**config.mk**
```make
export PLATFORM = sky130hd
export DESIGN_NAME = wrapped_text_cell_writer_top
export DESIGN_NICKNAME = d
export VERILOG_FILES = /design/src/rtl/wtcw_pkg.sv /design/src/rtl/wtcw_engine.sv /design/src/rtl/wtcw_out_buf.sv /design/src/rtl/wrapped_text_cell_writer_top.sv
export SDC_FILE = /design/constraint.sdc
export NUM_CORES = 1
export LEC_CHECK = 0
export BUFFER_PORTS_ARGS = -buffer_cell sky130_fd_sc_hd__buf_2
export CAP_MARGIN = 10
export CORE_ASPECT_RATIO = 0.8
export CORE_MARGIN = 2
export CORE_UTILIZATION = 45
export DETAILED_ROUTE_END_ITERATION = 7
export GPL_ROUTABILITY_DRIVEN = 0
export PLACE_DENSITY = 0.71
export SYNTH_ARGS = -nofsm -noshare
export SYNTH_HDL_FRONTEND = slang
export SYNTH_SLANG_ARGS = --single-unit
```
**constraint.sdc**
```tcl
create_clock -name clock -period 7.1 [get_ports clock]
set_clock_uncertainty 0.2 [all_clocks]
set_input_delay 1.42 -clock clock [delete_from_list [all_inputs] [get_ports clock]]
set_output_delay 1.42 -clock clock [all_outputs]
set_load 0.05 [all_outputs]
```
**src/rtl/wtcw_pkg.sv**
```systemverilog
// Shared types, widths and constants for the wrapped text cell writer.
`timescale 1ns / 1ps

package wtcw_pkg;

   // field widths
   localparam int COL_W      = 7;
   localparam int ROW_W      = 5;
   localparam int CHAR_W     = 8;
   localparam int CSR_IDX_W  = 2;
   localparam int CSR_DATA_W = 7;

   // widths for screen position sums (origin + cursor + tab step)
   localparam int SUM_COL_W = COL_W + 2;
   localparam int SUM_ROW_W = ROW_W + 2;

   // default parameter values
   localparam int DEF_SCREEN_ROWS    = 23;
   localparam int DEF_SCREEN_COLUMNS = 80;
   localparam int DEF_TAB_SPACES     = 4;

   // register reset values
   localparam logic [COL_W-1:0] BOX_WIDTH_RESET  = 7'd80;
   localparam logic [ROW_W-1:0] BOX_HEIGHT_RESET = 5'd23;

   // cursor row saturation point
   localparam logic [ROW_W-1:0] ROW_MAX = 5'd31;

   // character codes
   localparam logic [CHAR_W-1:0] CH_NUL     = 8'd0;
   localparam logic [CHAR_W-1:0] CH_TAB     = 8'd9;
   localparam logic [CHAR_W-1:0] CH_NEWLINE = 8'd10;
   localparam logic [CHAR_W-1:0] CH_SPACE   = 8'd32;

   // configuration register indexes
   typedef enum logic [CSR_IDX_W-1:0] {
      CSR_ORIGIN_COLUMN = 2'd0,
      CSR_ORIGIN_ROW    = 2'd1,
      CSR_BOX_WIDTH     = 2'd2,
      CSR_BOX_HEIGHT    = 2'd3
   } csr_index_type;

endpackage

```
**src/rtl/wtcw_engine.sv**
```systemverilog
// Input register, cursor state and single-pass character handling.
`timescale 1ns / 1ps

module wtcw_engine #(
   parameter int SCREEN_ROWS    = wtcw_pkg::DEF_SCREEN_ROWS,
   parameter int SCREEN_COLUMNS = wtcw_pkg::DEF_SCREEN_COLUMNS,
   parameter int TAB_SPACES     = wtcw_pkg::DEF_TAB_SPACES,
   parameter int CNT_W          = $clog2(TAB_SPACES + 1)
) (
   input  logic                                           clock,
   input  logic                                           reset,
   input  logic                                           req_valid,
   output logic                                           req_stall,
   input  logic                                           req_starts_string,
   input  logic [wtcw_pkg::CHAR_W-1:0]                    req_char_code,
   input  logic [wtcw_pkg::COL_W-1:0]                     origin_column,
   input  logic [wtcw_pkg::ROW_W-1:0]                     origin_row,
   input  logic [wtcw_pkg::COL_W-1:0]                     box_width,
   input  logic [wtcw_pkg::ROW_W-1:0]                     box_height,
   input  logic                                           buf_free,
   output logic                                           in_pending,
   output logic                                           ld_valid,
   output logic [CNT_W-1:0]                               ld_count,
   output logic [wtcw_pkg::ROW_W-1:0]                     ld_row,
   output logic [TAB_SPACES-1:0][wtcw_pkg::COL_W-1:0]     ld_col,
   output logic [wtcw_pkg::CHAR_W-1:0]                    ld_char
);
   import wtcw_pkg::*;

   logic                 in_valid_ff;
   logic                 in_start_ff;
   logic [CHAR_W-1:0]    in_char_ff;

   logic [COL_W-1:0]     cur_col_ff, cur_col_in;
   logic [ROW_W-1:0]     cur_row_ff, cur_row_in;
   logic                 stopped_ff, stopped_in;

   logic [COL_W-1:0]     base_col;
   logic [ROW_W-1:0]     base_row;
   logic                 base_stop;
   logic [ROW_W-1:0]     row_inc;
   logic                 ignore_char, is_newline, is_tab;

   logic [SUM_COL_W-1:0] tab_col;
   logic [SUM_COL_W-1:0] tab_scol;
   logic                 tab_fit;
   logic [CNT_W-1:0]     tab_steps;
   logic [CNT_W-1:0]     tab_writes;
   logic [SUM_ROW_W-1:0] base_srow;

   logic                 wrap;
   logic [COL_W-1:0]     ord_col;
   logic [ROW_W-1:0]     ord_row;
   logic                 halt;
   logic [SUM_COL_W-1:0] ord_scol;
   logic [SUM_ROW_W-1:0] ord_srow;
   logic                 ord_write;

   logic [CNT_W-1:0]     count;
   logic                 advance;

   // hold the item until its writes can go to the output buffer
   assign advance    = in_valid_ff && ((count == '0) || buf_free);
   assign req_stall  = in_valid_ff && !advance;
   assign in_pending = in_valid_ff;
   assign ld_valid   = in_valid_ff && (count != '0) && buf_free;
   assign ld_count   = count;

   always_ff @(posedge clock) begin
      if (reset) begin
         in_valid_ff <= 1'b0;
      end else if (!req_stall) begin
         in_valid_ff <= req_valid;
      end
   end

   always_ff @(posedge clock) begin
      if (req_valid && !req_stall) begin
         in_start_ff <= req_starts_string;
         in_char_ff  <= req_char_code;
      end
   end

   // cursor state, updated when the item leaves the input register
   always_ff @(posedge clock) begin
      if (reset) begin
         cur_col_ff <= '0;
         cur_row_ff <= '0;
         stopped_ff <= 1'b0;
      end else if (advance) begin
         cur_col_ff <= cur_col_in;
         cur_row_ff <= cur_row_in;
         stopped_ff <= stopped_in;
      end
   end

   // apply a string start before anything else
   always_comb begin
      base_col    = in_start_ff ? '0 : cur_col_ff;
      base_row    = in_start_ff ? '0 : cur_row_ff;
      base_stop   = in_start_ff ? 1'b0 : stopped_ff;
      ignore_char = base_stop || (in_char_ff == CH_NUL);
      is_newline  = (in_char_ff == CH_NEWLINE);
      is_tab      = (in_char_ff == CH_TAB);
      row_inc     = (base_row != ROW_MAX) ? base_row + 1'b1 : base_row;
      base_srow   = SUM_ROW_W'(origin_row) + SUM_ROW_W'(base_row);
   end

   // tab: fitting steps form a prefix, and so do on-screen ones
   always_comb begin
      tab_steps  = '0;
      tab_writes = '0;
      tab_col    = '0;
      tab_scol   = '0;
      tab_fit    = 1'b0;
      for (int k = 0; k < TAB_SPACES; k++) begin
         tab_col  = SUM_COL_W'(base_col) + SUM_COL_W'(k);
         tab_scol = SUM_COL_W'(origin_column) + tab_col;
         tab_fit  = (tab_col + SUM_COL_W'(2)) < SUM_COL_W'(box_width);
         if (tab_fit) begin
            tab_steps = tab_steps + 1'b1;
         end
         if (tab_fit && (tab_scol < SUM_COL_W'(SCREEN_COLUMNS))
             && (base_srow < SUM_ROW_W'(SCREEN_ROWS))) begin
            tab_writes = tab_writes + 1'b1;
         end
         ld_col[k] = tab_scol[COL_W-1:0];
      end
      // ordinary characters use the first entry
      if (!is_tab) begin
         ld_col[0] = ord_scol[COL_W-1:0];
      end
   end

   // ordinary character: wrap, height check, screen check
   always_comb begin
      wrap      = (SUM_COL_W'(base_col) + 1'b1) >= SUM_COL_W'(box_width);
      ord_col   = wrap ? '0 : base_col;
      ord_row   = wrap ? row_inc : base_row;
      halt      = ord_row > box_height;
      ord_scol  = SUM_COL_W'(origin_column) + SUM_COL_W'(ord_col);
      ord_srow  = SUM_ROW_W'(origin_row) + SUM_ROW_W'(ord_row);
      ord_write = !halt && (ord_scol < SUM_COL_W'(SCREEN_COLUMNS))
                  && (ord_srow < SUM_ROW_W'(SCREEN_ROWS));
   end

   // select the result and the next cursor
   always_comb begin
      count      = '0;
      cur_col_in = base_col;
      cur_row_in = base_row;
      stopped_in = base_stop;
      ld_row     = ord_srow[ROW_W-1:0];
      ld_char    = in_char_ff;
      if (is_tab) begin
         ld_row  = base_srow[ROW_W-1:0];
         ld_char = CH_SPACE;
      end
      if (!ignore_char) begin
         if (is_newline) begin
            cur_col_in = '0;
            cur_row_in = row_inc;
         end else if (is_tab) begin
            count      = tab_writes;
            cur_col_in = base_col + COL_W'(tab_steps);
         end else if (halt) begin
            cur_col_in = ord_col;
            cur_row_in = ord_row;
            stopped_in = 1'b1;
         end else begin
            count      = ord_write ? CNT_W'(1) : '0;
            cur_col_in = ord_col + 1'b1;
            cur_row_in = ord_row;
         end
      end
   end

endmodule

```
**src/rtl/wtcw_out_buf.sv**
```systemverilog
// Output buffer: holds one item's cell writes, sends one per cycle unless stalled.
`timescale 1ns / 1ps

module wtcw_out_buf #(
   parameter int TAB_SPACES = wtcw_pkg::DEF_TAB_SPACES,
   parameter int CNT_W      = $clog2(TAB_SPACES + 1),
   parameter int IDX_W      = (TAB_SPACES > 1) ? $clog2(TAB_SPACES) : 1
) (
   input  logic                                       clock,
   input  logic                                       reset,
   input  logic                                       ld_valid,
   input  logic [CNT_W-1:0]                           ld_count,
   input  logic [wtcw_pkg::ROW_W-1:0]                 ld_row,
   input  logic [TAB_SPACES-1:0][wtcw_pkg::COL_W-1:0] ld_col,
   input  logic [wtcw_pkg::CHAR_W-1:0]                ld_char,
   output logic                                       buf_free,
   output logic                                       rsp_valid,
   input  logic                                       rsp_stall,
   output logic [wtcw_pkg::ROW_W-1:0]                 rsp_screen_row,
   output logic [wtcw_pkg::COL_W-1:0]                 rsp_screen_column,
   output logic [wtcw_pkg::CHAR_W-1:0]                rsp_cell_char,
   output logic                                       rsp_last_write
);
   import wtcw_pkg::*;

   logic                                bv_ff;
   logic [CNT_W-1:0]                    cnt_ff;
   logic [IDX_W-1:0]                    idx_ff;
   logic [ROW_W-1:0]                    row_ff;
   logic [CHAR_W-1:0]                   char_ff;
   logic [TAB_SPACES-1:0][COL_W-1:0]    col_ff;
   logic                                last;
   logic                                rsp_take;

   assign last     = (CNT_W'(idx_ff) + 1'b1) == cnt_ff;
   assign rsp_take = bv_ff && !rsp_stall;
   assign buf_free = !bv_ff || (rsp_take && last);

   assign rsp_valid         = bv_ff;
   assign rsp_screen_row    = row_ff;
   assign rsp_screen_column = col_ff[idx_ff];
   assign rsp_cell_char     = char_ff;
   assign rsp_last_write    = last;

   // control: load a new batch or step through the current one
   always_ff @(posedge clock) begin
      if (reset) begin
         bv_ff  <= 1'b0;
         idx_ff <= '0;
      end else if (ld_valid) begin
         bv_ff  <= 1'b1;
         idx_ff <= '0;
      end else if (rsp_take) begin
         if (last) begin
            bv_ff <= 1'b0;
         end else begin
            idx_ff <= idx_ff + 1'b1;
         end
      end
   end

   // payload
   always_ff @(posedge clock) begin
      if (ld_valid) begin
         cnt_ff  <= ld_count;
         row_ff  <= ld_row;
         col_ff  <= ld_col;
         char_ff <= ld_char;
      end
   end

endmodule

```
**src/rtl/wrapped_text_cell_writer_top.sv**
```systemverilog
// Top level of the wrapped text cell writer: configuration registers and datapath.
//
// Usage:
//   req_* carries one character per transaction (starts_string, char_code).
//   rsp_* carries one screen cell write per transaction; last_write marks
//   the final write caused by a character. Newlines, ignored characters and
//   off-screen cells produce no transaction.
//   csr_* writes the box origin and size; csr_ready is always high. Write
//   only while no character is in flight.
// Path: the writes of a character pass through the input register, then
//   the output buffer.
// Throughput: one character per cycle while each causes at most one write
//   and no response is stalled. A tab causes up to TAB_SPACES writes, sent
//   one per cycle unless stalled, from the single output buffer it holds.
// Reset: clears the cursor, the stopped flag and all valid flags, and loads
//   the registers with origin 0,0, width 80 and height 23.
// Stall: a stalled response holds its payload; the input register still
//   takes characters until it holds one with writes, then req_stall rises.
`timescale 1ns / 1ps

module wrapped_text_cell_writer_top #(
   parameter int SCREEN_ROWS    = wtcw_pkg::DEF_SCREEN_ROWS,
   parameter int SCREEN_COLUMNS = wtcw_pkg::DEF_SCREEN_COLUMNS,
   parameter int TAB_SPACES     = wtcw_pkg::DEF_TAB_SPACES
) (
   input  logic                            clock,
   input  logic                            reset,
   input  logic                            req_valid,
   output logic                            req_stall,
   input  logic                            req_starts_string,
   input  logic [wtcw_pkg::CHAR_W-1:0]     req_char_code,
   output logic                            rsp_valid,
   input  logic                            rsp_stall,
   output logic [wtcw_pkg::ROW_W-1:0]      rsp_screen_row,
   output logic [wtcw_pkg::COL_W-1:0]      rsp_screen_column,
   output logic [wtcw_pkg::CHAR_W-1:0]     rsp_cell_char,
   output logic                            rsp_last_write,
   input  logic                            csr_valid,
   output logic                            csr_ready,
   input  logic [wtcw_pkg::CSR_IDX_W-1:0]  csr_index,
   input  logic [wtcw_pkg::CSR_DATA_W-1:0] csr_wdata
);
   import wtcw_pkg::*;

   localparam int CNT_W = $clog2(TAB_SPACES + 1);

   logic [COL_W-1:0]                 origin_col_ff;
   logic [ROW_W-1:0]                 origin_row_ff;
   logic [COL_W-1:0]                 box_width_ff;
   logic [ROW_W-1:0]                 box_height_ff;

   logic                             buf_free;
   logic                             in_pending;
   logic                             ld_valid;
   logic [CNT_W-1:0]                 ld_count;
   logic [ROW_W-1:0]                 ld_row;
   logic [TAB_SPACES-1:0][COL_W-1:0] ld_col;
   logic [CHAR_W-1:0]                ld_char;

   assign csr_ready = 1'b1;

   // configuration registers
   always_ff @(posedge clock) begin
      if (reset) begin
         origin_col_ff <= '0;
         origin_row_ff <= '0;
         box_width_ff  <= BOX_WIDTH_RESET;
         box_height_ff <= BOX_HEIGHT_RESET;
      end else if (csr_valid && csr_ready) begin
         unique case (csr_index_type'(csr_index))
            CSR_ORIGIN_COLUMN: origin_col_ff <= csr_wdata[COL_W-1:0];
            CSR_ORIGIN_ROW:    origin_row_ff <= csr_wdata[ROW_W-1:0];
            CSR_BOX_WIDTH:     box_width_ff  <= csr_wdata[COL_W-1:0];
            CSR_BOX_HEIGHT:    box_height_ff <= csr_wdata[ROW_W-1:0];
            default: begin
            end
         endcase
      end
   end

   wtcw_engine #(
      .SCREEN_ROWS    (SCREEN_ROWS),
      .SCREEN_COLUMNS (SCREEN_COLUMNS),
      .TAB_SPACES     (TAB_SPACES),
      .CNT_W          (CNT_W)
   ) u_engine (
      .clock             (clock),
      .reset             (reset),
      .req_valid         (req_valid),
      .req_stall         (req_stall),
      .req_starts_string (req_starts_string),
      .req_char_code     (req_char_code),
      .origin_column     (origin_col_ff),
      .origin_row        (origin_row_ff),
      .box_width         (box_width_ff),
      .box_height        (box_height_ff),
      .buf_free          (buf_free),
      .in_pending        (in_pending),
      .ld_valid          (ld_valid),
      .ld_count          (ld_count),
      .ld_row            (ld_row),
      .ld_col            (ld_col),
      .ld_char           (ld_char)
   );

   wtcw_out_buf #(
      .TAB_SPACES (TAB_SPACES),
      .CNT_W      (CNT_W)
   ) u_out_buf (
      .clock             (clock),
      .reset             (reset),
      .ld_valid          (ld_valid),
      .ld_count          (ld_count),
      .ld_row            (ld_row),
      .ld_col            (ld_col),
      .ld_char           (ld_char),
      .buf_free          (buf_free),
      .rsp_valid         (rsp_valid),
      .rsp_stall         (rsp_stall),
      .rsp_screen_row    (rsp_screen_row),
      .rsp_screen_column (rsp_screen_column),
      .rsp_cell_char     (rsp_cell_char),
      .rsp_last_write    (rsp_last_write)
   );

   // a batch loads only into a free buffer
   a_load_free: assert property (@(posedge clock) disable iff (reset)
      ld_valid |-> buf_free)
      else $error("write batch loaded into a busy output buffer");

   // a batch is not cut short after a non-final write
   a_batch_continues: assert property (@(posedge clock) disable iff (reset)
      (rsp_valid && !rsp_stall && !rsp_last_write) |=> rsp_valid)
      else $error("write batch ended without a final write");

   // input backpressure only when a character is held
   a_stall_pending: assert property (@(posedge clock) disable iff (reset)
      req_stall |-> in_pending)
      else $error("request stalled with an empty input register");

   // a batch is never loaded with no writes
   a_load_count: assert property (@(posedge clock) disable iff (reset)
      ld_valid |-> (ld_count != '0))
      else $error("empty write batch loaded");

endmodule

```
; Word-level counts from Yosys, hierarchy flattened
; Cells that the tools add are included.
[word_totals]
elab_cells = 140
regBits = 94
[op_classes]
mux = 37
order_cmp = 14
n_eq_ne = 7
n_addsub = 24
n_bitwise = 1
reduce_logical = 38
[op_table]
columns = op, n
row1 = $mux W7, 8
row2 = $lt A9 B7 Y1 const B, 5
row3 = $lt A9 B7 Y1, 4
row4 = $mux W5, 7
row5 = $mux W3, 10
row6 = $add A7 B9 Y9, 3
row7 = $add A9 B2 Y9 const B, 3
row8 = $logic_and A1 B1 Y1, 17
row9 = $add A7 B2 Y8 const B, 2
row10 = $add A7 B7 Y8, 2
row11 = $eq A8 B4 Y1 const B, 2
row12 = $bmux W7 S2, 1
row13 = $lt A7 B5 Y1 const B, 2
row14 = $add A3 B1 Y3 const B, 4
row15 = $add A5 B5 Y6, 2
row16 = $reduce_and A2 Y1, 6
row17 = $mux W1, 11
row18 = $ge A9 B7 Y1, 1
row19 = $add A7 B1 Y8 const B, 1
row20 = $logic_not A8 Y1, 1
row21 = $add A7 B1 Y7 const B, 1
row22 = $add A7 B3 Y7, 1
row23 = $add A5 B1 Y5 const B, 1
row24 = $gt A5 B5 Y1, 1
row25 = other kinds (16), 25

; Logic depth before layout (Yosys ltp)
; Gate-level depths: netlist (run 1).
[logic_depth]
word_depth = 22
depth_mapped = 26
depth_no_buf = 24

; By module
; Synthesis (run 1) repeated with hierarchy kept, for this count alone.
[hier_totals]
hier_cells = 930
area_unflattened_um2 = 8494.4
[modules_own_cells]
columns = module, n_inst, cells_per_inst, area_per_inst_um2
row1 = wtcw_engine, 1, 751, 5761.8
row2 = wtcw_out_buf, 1, 78, 1707.9
row3 = wrapped_text_cell_writer_top, 1, 101, 1024.7

; Worst setup path after synthesis (run 1)
; OpenSTA, ideal clock, no wires.
[synth_path]
path_type = reg-to-output
start = reg u_engine.cur_col_ff[4]
end = out req_stall
t_arrival_ns = 5.594
path_buffers = 4
slack_ns = -0.114
stages_incl_launch_ff = 24
required_ns = 5.480
cell_sequence = dfxtp_1 buf_2 inv_1 nor2_1 clkbuf_1 nand2_1 a21boi_0 ha_1 a21oi_1 a21boi_1 a211o_1 clkbuf_1 nor2_1 ha_1 clkbuf_1 a311oi_1 a31oi_1 maj3_1 nand2_1 nand2_1 a311o_1 a21oi_1 o21ai_2 nor2_1
[synth_between]
elab_chain_len = 20
elab_cells_between_ends = 55
cone_classes = add/sub (15) / order compare (12) / mux (12) / reduce/logical (16)
[synth_rtl]
columns = element, line
row1 = "start, declared", wtcw_engine.sv:34  ; logic [COL_W-1:0] cur_col_ff, cur_col_in;
row2 = "start signal, assigned", wtcw_engine.sv:91  ; cur_col_ff <= cur_col_in;
row3 = $mux W7 (*), wtcw_engine.sv:99  ; base_col = in_start_ff ? '0 : cur_col_ff;
row4 = branches (longest 11 deep; another with $add A9 B2 Y9), --
row5 = $mux W3 (*), wtcw_engine.sv:163  ; end else if (is_tab) begin
row6 = $mux W3 (*), wtcw_engine.sv:160  ; if (is_newline) begin
row7 = $mux W3 (*), wtcw_engine.sv:159  ; if (!ignore_char) begin
row8 = named net ld_count[0], wrapped_text_cell_writer_top.sv:55  ; logic [CNT_W-1:0] ld_count;
row9 = $logic_not A3 Y1 (*), wtcw_engine.sv:63  ; assign advance = in_valid_ff && ((count == '0) || buf_free);
row10 = $logic_or A1 B1 Y1 (*), wtcw_engine.sv:63
row11 = $logic_and A1 B1 Y1 (*), wtcw_engine.sv:63
row12 = $logic_not A1 Y1 (*), wtcw_engine.sv:64  ; assign req_stall = in_valid_ff && !advance;
row13 = $logic_and A1 B1 Y1 (*), wtcw_engine.sv:64
row14 = "end, declared", wrapped_text_cell_writer_top.sv:29  ; output logic req_stall,
; Mark *: on every way through the listed nets, which the timed path passes.

; Final worst setup path (run 1)
[layout_path]
start = reg u_engine.in_start_ff
end = out req_stall
[layout_between]
elab_chain_len = 20
elab_cells_between_ends = 63
cone_classes = add/sub (17) / order compare (13) / eq/ne (1) / mux (15) / reduce/logical (17)
[layout_rtl]
columns = element, line
row1 = "start, declared", wtcw_engine.sv:31  ; logic in_start_ff;
row2 = "start signal, assigned", wtcw_engine.sv:79  ; in_start_ff <= req_starts_string;
row3 = branches (longest 14 deep; another with $add A9 B2 Y9), --
row4 = $mux W3 (*), wtcw_engine.sv:159
row5 = $logic_not A3 Y1 (*), wtcw_engine.sv:63
row6 = $logic_or A1 B1 Y1 (*), wtcw_engine.sv:63
row7 = $logic_and A1 B1 Y1 (*), wtcw_engine.sv:63
row8 = $logic_not A1 Y1 (*), wtcw_engine.sv:64
row9 = $logic_and A1 B1 Y1 (*), wtcw_engine.sv:64
; Mark *: on every way between the ends.

==> impl_metrics.py, run 1 <==
metrics = {
    "run_status": {
        "status": "completed",
    },
    "synthesis": {
        "syn_nets": 1019,
        "yosysTopAreaCellShare_pct": 19.26,
        "synthCells": 901,
        "synthTopCellsByArea": "edfxtp_1 (19%), ha_1 (14%), dfxtp_1 (10%), xnor2_1 (4.6%), nor2_1 (3.8%)",
        "synth-edff-count": 52,
        "synth-main-ff-cell": "edfxtp_1",
        "async_reset_ff_share_pct": 0,
        "synthDistinctLibCells": 96,
        "yosysWarnings": 0,
        "avgSynthCellArea_sq_um": 8.997,
        "syn-cell-area_sq_um": 8107,
        "synth_seq_cells": 93,
        "yosysSeqAreaShare_pct": 29.39,
        "yosysTopAreaCell": "edfxtp_1",
    },
    "global_route": {
        "grt_max_degree": 44,
        "overflow": 0,
        "antenna_found_initial": 0,
        "grt_use_total_pct": 24.53,
        "grt_pass1_wl_microns": 35600,
        "grt_pass1_vias": 6444,
    },
    "sta": {
        "post-route-period-util_pct": 98.26,
        "drv_slew": 0,
        "max_freq_mhz": 143.3,
        "hold_viol_final": 0,
        "fin_crit_ns": 6.976,
        "setup_violations": 0,
        "maxSlewHeadroom_pct": 31.84,
        "worst_slew_pin_slew_ns": 1.020,
        "fin_tns_setup_ns": 0,
    },
    "clocking": {
        "htreeDepth": 3,
        "root_buffer": "clkbuf_16",
        "clk_latency_ns": 0.37,
        "clock-sinks": 93,
        "cts_buffer_depth": 2,
        "cts_tree": "yes",
        "path_clk_slew_ns": 0.07,
        "numCtsBuffers": 9,
    },
    "die": {
        "initial_utilization_pct": 46.36,
        "core_sq_um": 17490,
        "fp-row-count": 43,
        "dieHeight_microns": 124.1,
        "ios": 47,
        "die_w_microns": 154.1,
        "dieArea_sq_um": 19110,
    },
    "finish": {
        "area_growth_pct": 15.88,
        "seqCellArea_sq_um": 2384,
        "antenna_cells": 0,
        "fillers": 1548,
        "final_nets": 1087,
        "layout_commonest_cell": "ha_1",
        "multiInputGateArea_sq_um": 5525,
        "drive_above_1_share_pct": 19.71,
        "layout_common_cells": "ha_1 (85), nor2_1 (81), nand2_1 (76), buf_4 (53), edfxtp_1 (52)",
    },
    "power": {
        "finalPower_mw": 1.411,
        "p_sw_mw": 0.4057,
        "internal_power_mw": 1.006,
        "comb_power_share_pct": 18.2,
        "power_leakage_nw": 3.998,
        "clock_power_share_pct": 37.9,
        "swShare_pct": 28.75,
        "ir_drop_v": 0.00009426,
        "power_frac_seq_pct": 43.9,
        "powerDensity_nw_per_um2": 150.2,
    },
    "critical_path": {
        "slowest_stage": "or4b_2",
        "startpoint_type": "flop",
        "cp.arrival_ns": 5.36,
        "cp.depth": 20,
        "reg2reg_depth": 22,
        "critPathRequiredTime_ns": 5.48,
        "path_cells": "nor2b_4 -> buf_4 -> inv_2 -> ha_4 -> xnor2_2 -> nand3_1 -> or4b_2 -> xnor2_1 -> ha_1 -> a21oi_2 -> o31ai_1 -> a41oi_1 -> o21a_1 -> and4b_1 -> and2_1 -> nor4bb_4 -> nor3_2 -> o21ai_2 -> nor2_2 -> buf_4",
        "critPathCaptureType": "output pin",
        "crit_fanout": 5,
        "critPathBufInv": 3,
        "critPathTopFamily": "simple AND/OR/NAND/NOR gates",
        "crit_top_cell": "buf_4",
        "worstSetupPathType": "flop to output pin",
        "max_stage_delay_ns": 0.67,
    },
    "placed_design": {
        "portBuffers": 45,
        "hpwl_microns": 17450,
    },
    "detailed_routing": {
        "vias_per_cell": 5.979,
        "drc": 0,
        "drt_wl_total_microns": 23360,
        "firstDrtPassIters": 5,
        "vias": 7169,
        "wl_per_cell_microns": 19.48,
        "ant_nets": 0,
        "drtIter0Drc": 645,
    },
    "min_path": {
        "hold_class": "flop to flop",
        "holdPathStages": 0,
    },
    "run": {
        "cap_violations": 0,
    },
}
-- kinds of logic after synthesis --
kind of cell,share of synthesized area [%]
AOI/OAI and AO/OA,18.37
xor gates and xnor gates,7.439
adders and majority gates,16.08
buffers and inverters,4.584
DFF,29.39
muxes,4.816
other,0.04626
and+or+nand+nor,19.28
-- metal layers --
layer  up-vias  track usage [%]  wire (microns)
li1       3425                -               -
met1      3372            34.82           10700
met2       325            34.45            9383
met3        47            8.699            2596
met4         0            8.236             684
met5         -                0               0
-- state kept, by name, indices dropped and copies added, names as in the netlist, 7 cells and up --
register / cells
u_out_buf.rsp_cell_char: 8
u_engine.cur_col_ff: 7
box_width_ff: 7
u_engine.in_char_ff: 8
origin_col_ff: 7
u_out_buf.col_ff: 27
-- Yosys cell counts (all sizes together), types with 6 or more instances --
cell    number
a211oi       7
a21o        13
a21oi       55
a31oi        8
and2        10
buf         16
clkbuf      29
dfxtp       41
edfxtp      52
fa           6
ha          89
inv         45
maj3         7
mux2i       21
mux4         6
nand2       76
nand2b      19
nand3       27
nor2        85
nor2b       19
nor3        21
nor4         6
o211ai      11
o21a        10
o21ai       46
or2          6
xnor2       43
xor2        25
-- area by class of cell --
cell class | count | area share, %
clock inverters | 6 | 1.012
multi-input cells | 718 | 58.82
repair buffers | 102 | 7.512
inverters | 45 | 1.851
clock buffers | 10 | 2.437
well taps | 225 | 2.997
flip-flops and latches | 93 | 25.37
-- power groups by stage --
stage	clock [mW]	combinational (mW)	sequential, mW
finish	0.535	0.257	0.620
global placement	0	0.232	0.629
floorplan	0	0.159	0.640
global route	0.561	0.279	0.622
detailed placement	0	0.236	0.630
CTS	0.543	0.238	0.618
-- worst reg2reg max path, stage by stage, from the launching register on --
cell and delay (ns):
edfxtp_1 0.52, buf_12 0.20, buf_4 0.14, and4b_4 0.34, and2_1 0.16, a21oi_1 0.08
ha_1 0.34, nand4_1 0.14, nor2_4 0.18, a211o_1 0.20, buf_4 0.20, a21oi_1 0.08
a31oi_1 0.32, ha_1 0.34, a21oi_1 0.24, xnor2_1 0.13, o21ai_0 0.18, nand3_1 0.17
a311o_1 0.37, a21oi_2 0.19, buf_4 0.14, o21a_1 0.15, and2_2 0.83
-- stage by stage --
step | hold slack [ns] | cells | setup slack [ns] | instance area (sq um) | util, %
after detailed placement | 0.2295 | 1165 | 0.2842 | 8707 | 49.80
after global routing | 0.2454 | 1199 | -0.1149 | 9394 | 53.72
final | 0.2415 | 1199 | 0.1237 | 9394 | 53.72
after global placement | 0.2300 | 1165 | 0.4248 | 8707 | 49.80
after CTS | 0.2423 | 1181 | 0.005763 | 9045 | 51.73
after floorplan | 0.2363 | 901 | 0.07879 | 8109 | -
-- what timing repair did --
item | 4_1_cts | 5_1_grt
endpoints found under the setup margin | 1 | 1
hold buffers | 0 | 0
pin swaps | 0 | 7
buffers inserted | 0 | 17
gates cloned | 0 | 1
gates resized for setup | 3 | 43
-- worst paths after layout --
path / startpoint / to / slack (ns)
worst max-delay path: u_engine.in_start_ff$_DFFE_PP_ / req_stall / 0.12
worst min-delay path: u_engine.in_char_ff[6]$_DFFE_PP_ / u_out_buf.rsp_cell_char[6]$_SDFFCE_PP0P_ / 0.24
worst max register to register: u_engine.in_start_ff$_DFFE_PP_ / u_out_buf.col_ff[24]$_DFFE_PP_ / 0.83
worst min register to register: u_engine.in_char_ff[6]$_DFFE_PP_ / u_out_buf.rsp_cell_char[6]$_SDFFCE_PP0P_ / 0.24
Note: power is estimated with default switching activity, not from simulation.
==> run 2, diff against run 1 <==
RECOVER_POWER = 50   (was unset)
==> run 2 against run 1 <==
Effect of this change:
- routed wire length is essentially flat
- clock power barely moved
- non-clock buffer count stayed put
- die area did not move
- worst setup slack better by 0.0080 ns
- global-route usage stayed put
- hold slack barely moved
- cell area about the same
- flip-flop and latch count stayed put
- critical endpoint unchanged
==> impl_metrics.py, run 2 (synthesized netlist as in run 1, its figures left out) <==
metrics = {
    "critical_path": {
        "path_cells": "nor2b_4 -> buf_4 -> inv_2 -> ha_4 -> xnor2_2 -> nand3_1 -> or4b_2 -> xnor2_1 -> ha_1 -> a21oi_2 -> o31ai_1 -> a41oi_1 -> o21a_1 -> and4b_1 -> and2_1 -> nor4bb_4 -> nor3_2 -> o21ai_2 -> nor2_2 -> buf_4",
        "crit_top_cell": "buf_4",
        "worstSetupPathType": "flop to output pin",
        "crit_fanout": 5,
        "r2r_slack_ns": 0.83,
        "reg2reg_from": "u_engine.in_start_ff$_DFFE_PP_",
        "r2r-end": "u_out_buf.col_ff[24]$_DFFE_PP_",
        "cp.arrival_ns": 5.35,
        "critPathLaunch": "u_engine.in_start_ff$_DFFE_PP_",
        "critPathCaptureType": "output pin",
        "startpoint_type": "flop",
        "reg2reg_depth": 22,
        "critPathRequiredTime_ns": 5.48,
        "slowest_stage": "or4b_2",
        "max_stage_delay_ns": 0.67,
    },
    "detailed_routing": {
        "firstDrtPassIters": 5,
        "wl_per_cell_microns": 19.47,
        "drt_wl_total_microns": 23350,
        "drtIter0Drc": 648,
        "ant_nets": 0,
        "vias_per_cell": 6.008,
        "vias": 7204,
        "drc": 0,
    },
    "clocking": {
        "cts_tree": "yes",
        "clk_latency_ns": 0.37,
        "htreeDepth": 3,
        "root_buffer": "clkbuf_16",
        "clock-sinks": 93,
        "cts_hold_buf": 0,
        "path_clk_slew_ns": 0.07,
        "numCtsBuffers": 9,
        "cts_buffer_depth": 2,
    },
    "finish": {
        "top_register": "u_out_buf.col_ff",
        "largest_reg_flops": 27,
        "drive_above_1_share_pct": 19.61,
        "antenna_cells": 0,
        "layout_commonest_cell": "ha_1",
        "final_nets": 1087,
        "finalNonFillerCells": 1199,
        "layout_common_cells": "ha_1 (85), nor2_1 (81), nand2_1 (76), buf_4 (53), edfxtp_1 (52)",
        "design_area_sq_um": 9393,
        "finish.utilization_pct": 53.72,
        "area_growth_pct": 15.87,
        "fillers": 1548,
    },
    "sta": {
        "setup_violations": 0,
        "max_freq_mhz": 143.5,
        "fin_crit_ns": 6.968,
        "worst_slew_pin_slew_ns": 1.019,
        "hold_viol_final": 0,
        "post-route-period-util_pct": 98.14,
        "fin_tns_setup_ns": 0,
        "drv_slew": 0,
        "maxSlewHeadroom_pct": 31.86,
        "fin_hold_ws_ns": 0.2416,
    },
    "min_path": {
        "worstHoldStart": "u_engine.in_char_ff[6]$_DFFE_PP_",
        "hold_end": "u_out_buf.rsp_cell_char[6]$_SDFFCE_PP0P_",
        "hold_class": "flop to flop",
        "holdPathStages": 0,
    },
    "placed_design": {
        "hpwl_microns": 17450,
        "portBuffers": 45,
        "dpl.cell_count": 1165,
        "placedInstanceArea_sq_um": 8707,
    },
    "die": {
        "ios": 47,
        "initial_utilization_pct": 46.36,
        "dieArea_sq_um": 19110,
        "core_sq_um": 17490,
        "dieHeight_microns": 124.1,
        "fp-row-count": 43,
        "die_w_microns": 154.1,
    },
    "global_route": {
        "grt_max_degree": 44,
        "grt_use_total_pct": 24.53,
        "overflow": 0,
        "antenna_found_initial": 0,
        "grt_pass1_vias": 6444,
        "grt_pass1_wl_microns": 35600,
    },
    "power": {
        "swShare_pct": 28.79,
        "comb_power_share_pct": 18.2,
        "power_leakage_nw": 3.995,
        "p_sw_mw": 0.4065,
        "ir_drop_v": 0.00009426,
        "clock_power_share_pct": 38.0,
        "internal_power_mw": 1.006,
        "powerDensity_nw_per_um2": 150.3,
        "power_frac_seq_pct": 43.9,
    },
    "run_status": {
        "status": "completed",
    },
    "run": {
        "cap_violations": 0,
    },
}
## run 2: worst max-delay path by stage
stage               cells past startpoint         to  slack, ns
detailed placement                     23  req_stall       0.28
global route                           23  req_stall      -0.11
floorplan                              24  req_stall       0.08
finish                                 20  req_stall       0.13
global placement                       24  req_stall       0.42
CTS                                    22  req_stall      0.006
## run 2: through the flow
step | setup WS [ns] | power [mW]
after global routing | -0.1149 | 1.462
after CTS | 0.005763 | 1.399
final | 0.1318 | 1.412
after global placement | 0.4248 | 0.8611
after floorplan | 0.07879 | 0.7987
after detailed placement | 0.2842 | 0.8661
## run 2: timing repair
item / 4_1_cts / 5_1_grt
resized for setup: 3 / 43
gates cloned: 0 / 1
endpoints found under the setup margin: 1 / 1
pin swaps: 0 / 7
setup buffers: 0 / 17
## run 2: power groups by stage
stage | registers, mW | logic [mW] | clock network [mW]
after global routing | 0.622 | 0.279 | 0.561
after detailed placement | 0.630 | 0.236 | 0
after floorplan | 0.640 | 0.159 | 0
final | 0.620 | 0.256 | 0.536
after global placement | 0.629 | 0.232 | 0
after CTS | 0.618 | 0.238 | 0.543
## run 2: routing by layer
metal | part of all wire (%) | vias up | global-route usage [%]
li1 | - | 3422 | -
met1 | 46 | 3385 | 34.82
met2 | 40 | 342 | 34.45
met3 | 11 | 55 | 8.699
met4 | 2.9 | 0 | 8.236
met5 | 0 | - | 0
## run 2: area by class of cell
| cell class | count | area [sq um] | area share (%) |
|---|---|---|---|
| Clock buffer | 10 | 229.0 | 2.438 |
| Clock inverter | 6 | 95.09 | 1.012 |
| Inverter | 45 | 173.9 | 1.852 |
| Multi-Input combinational cell | 718 | 5525 | 58.83 |
| Sequential cell | 93 | 2384 | 25.38 |
| Tap cell | 225 | 281.5 | 2.997 |
| Timing Repair Buffer | 102 | 704.4 | 7.500 |
## run 2: critical path, delay by kind of cell (launching register included)
family	cells	cell delay [ns]
DFF	1	0.52
and+or+nand+nor	8	2.16
AOI/OAI and AO/OA	5	0.96
adders and majority gates	2	0.46
xor gates and xnor gates	2	0.50
buffers and inverters	3	0.37
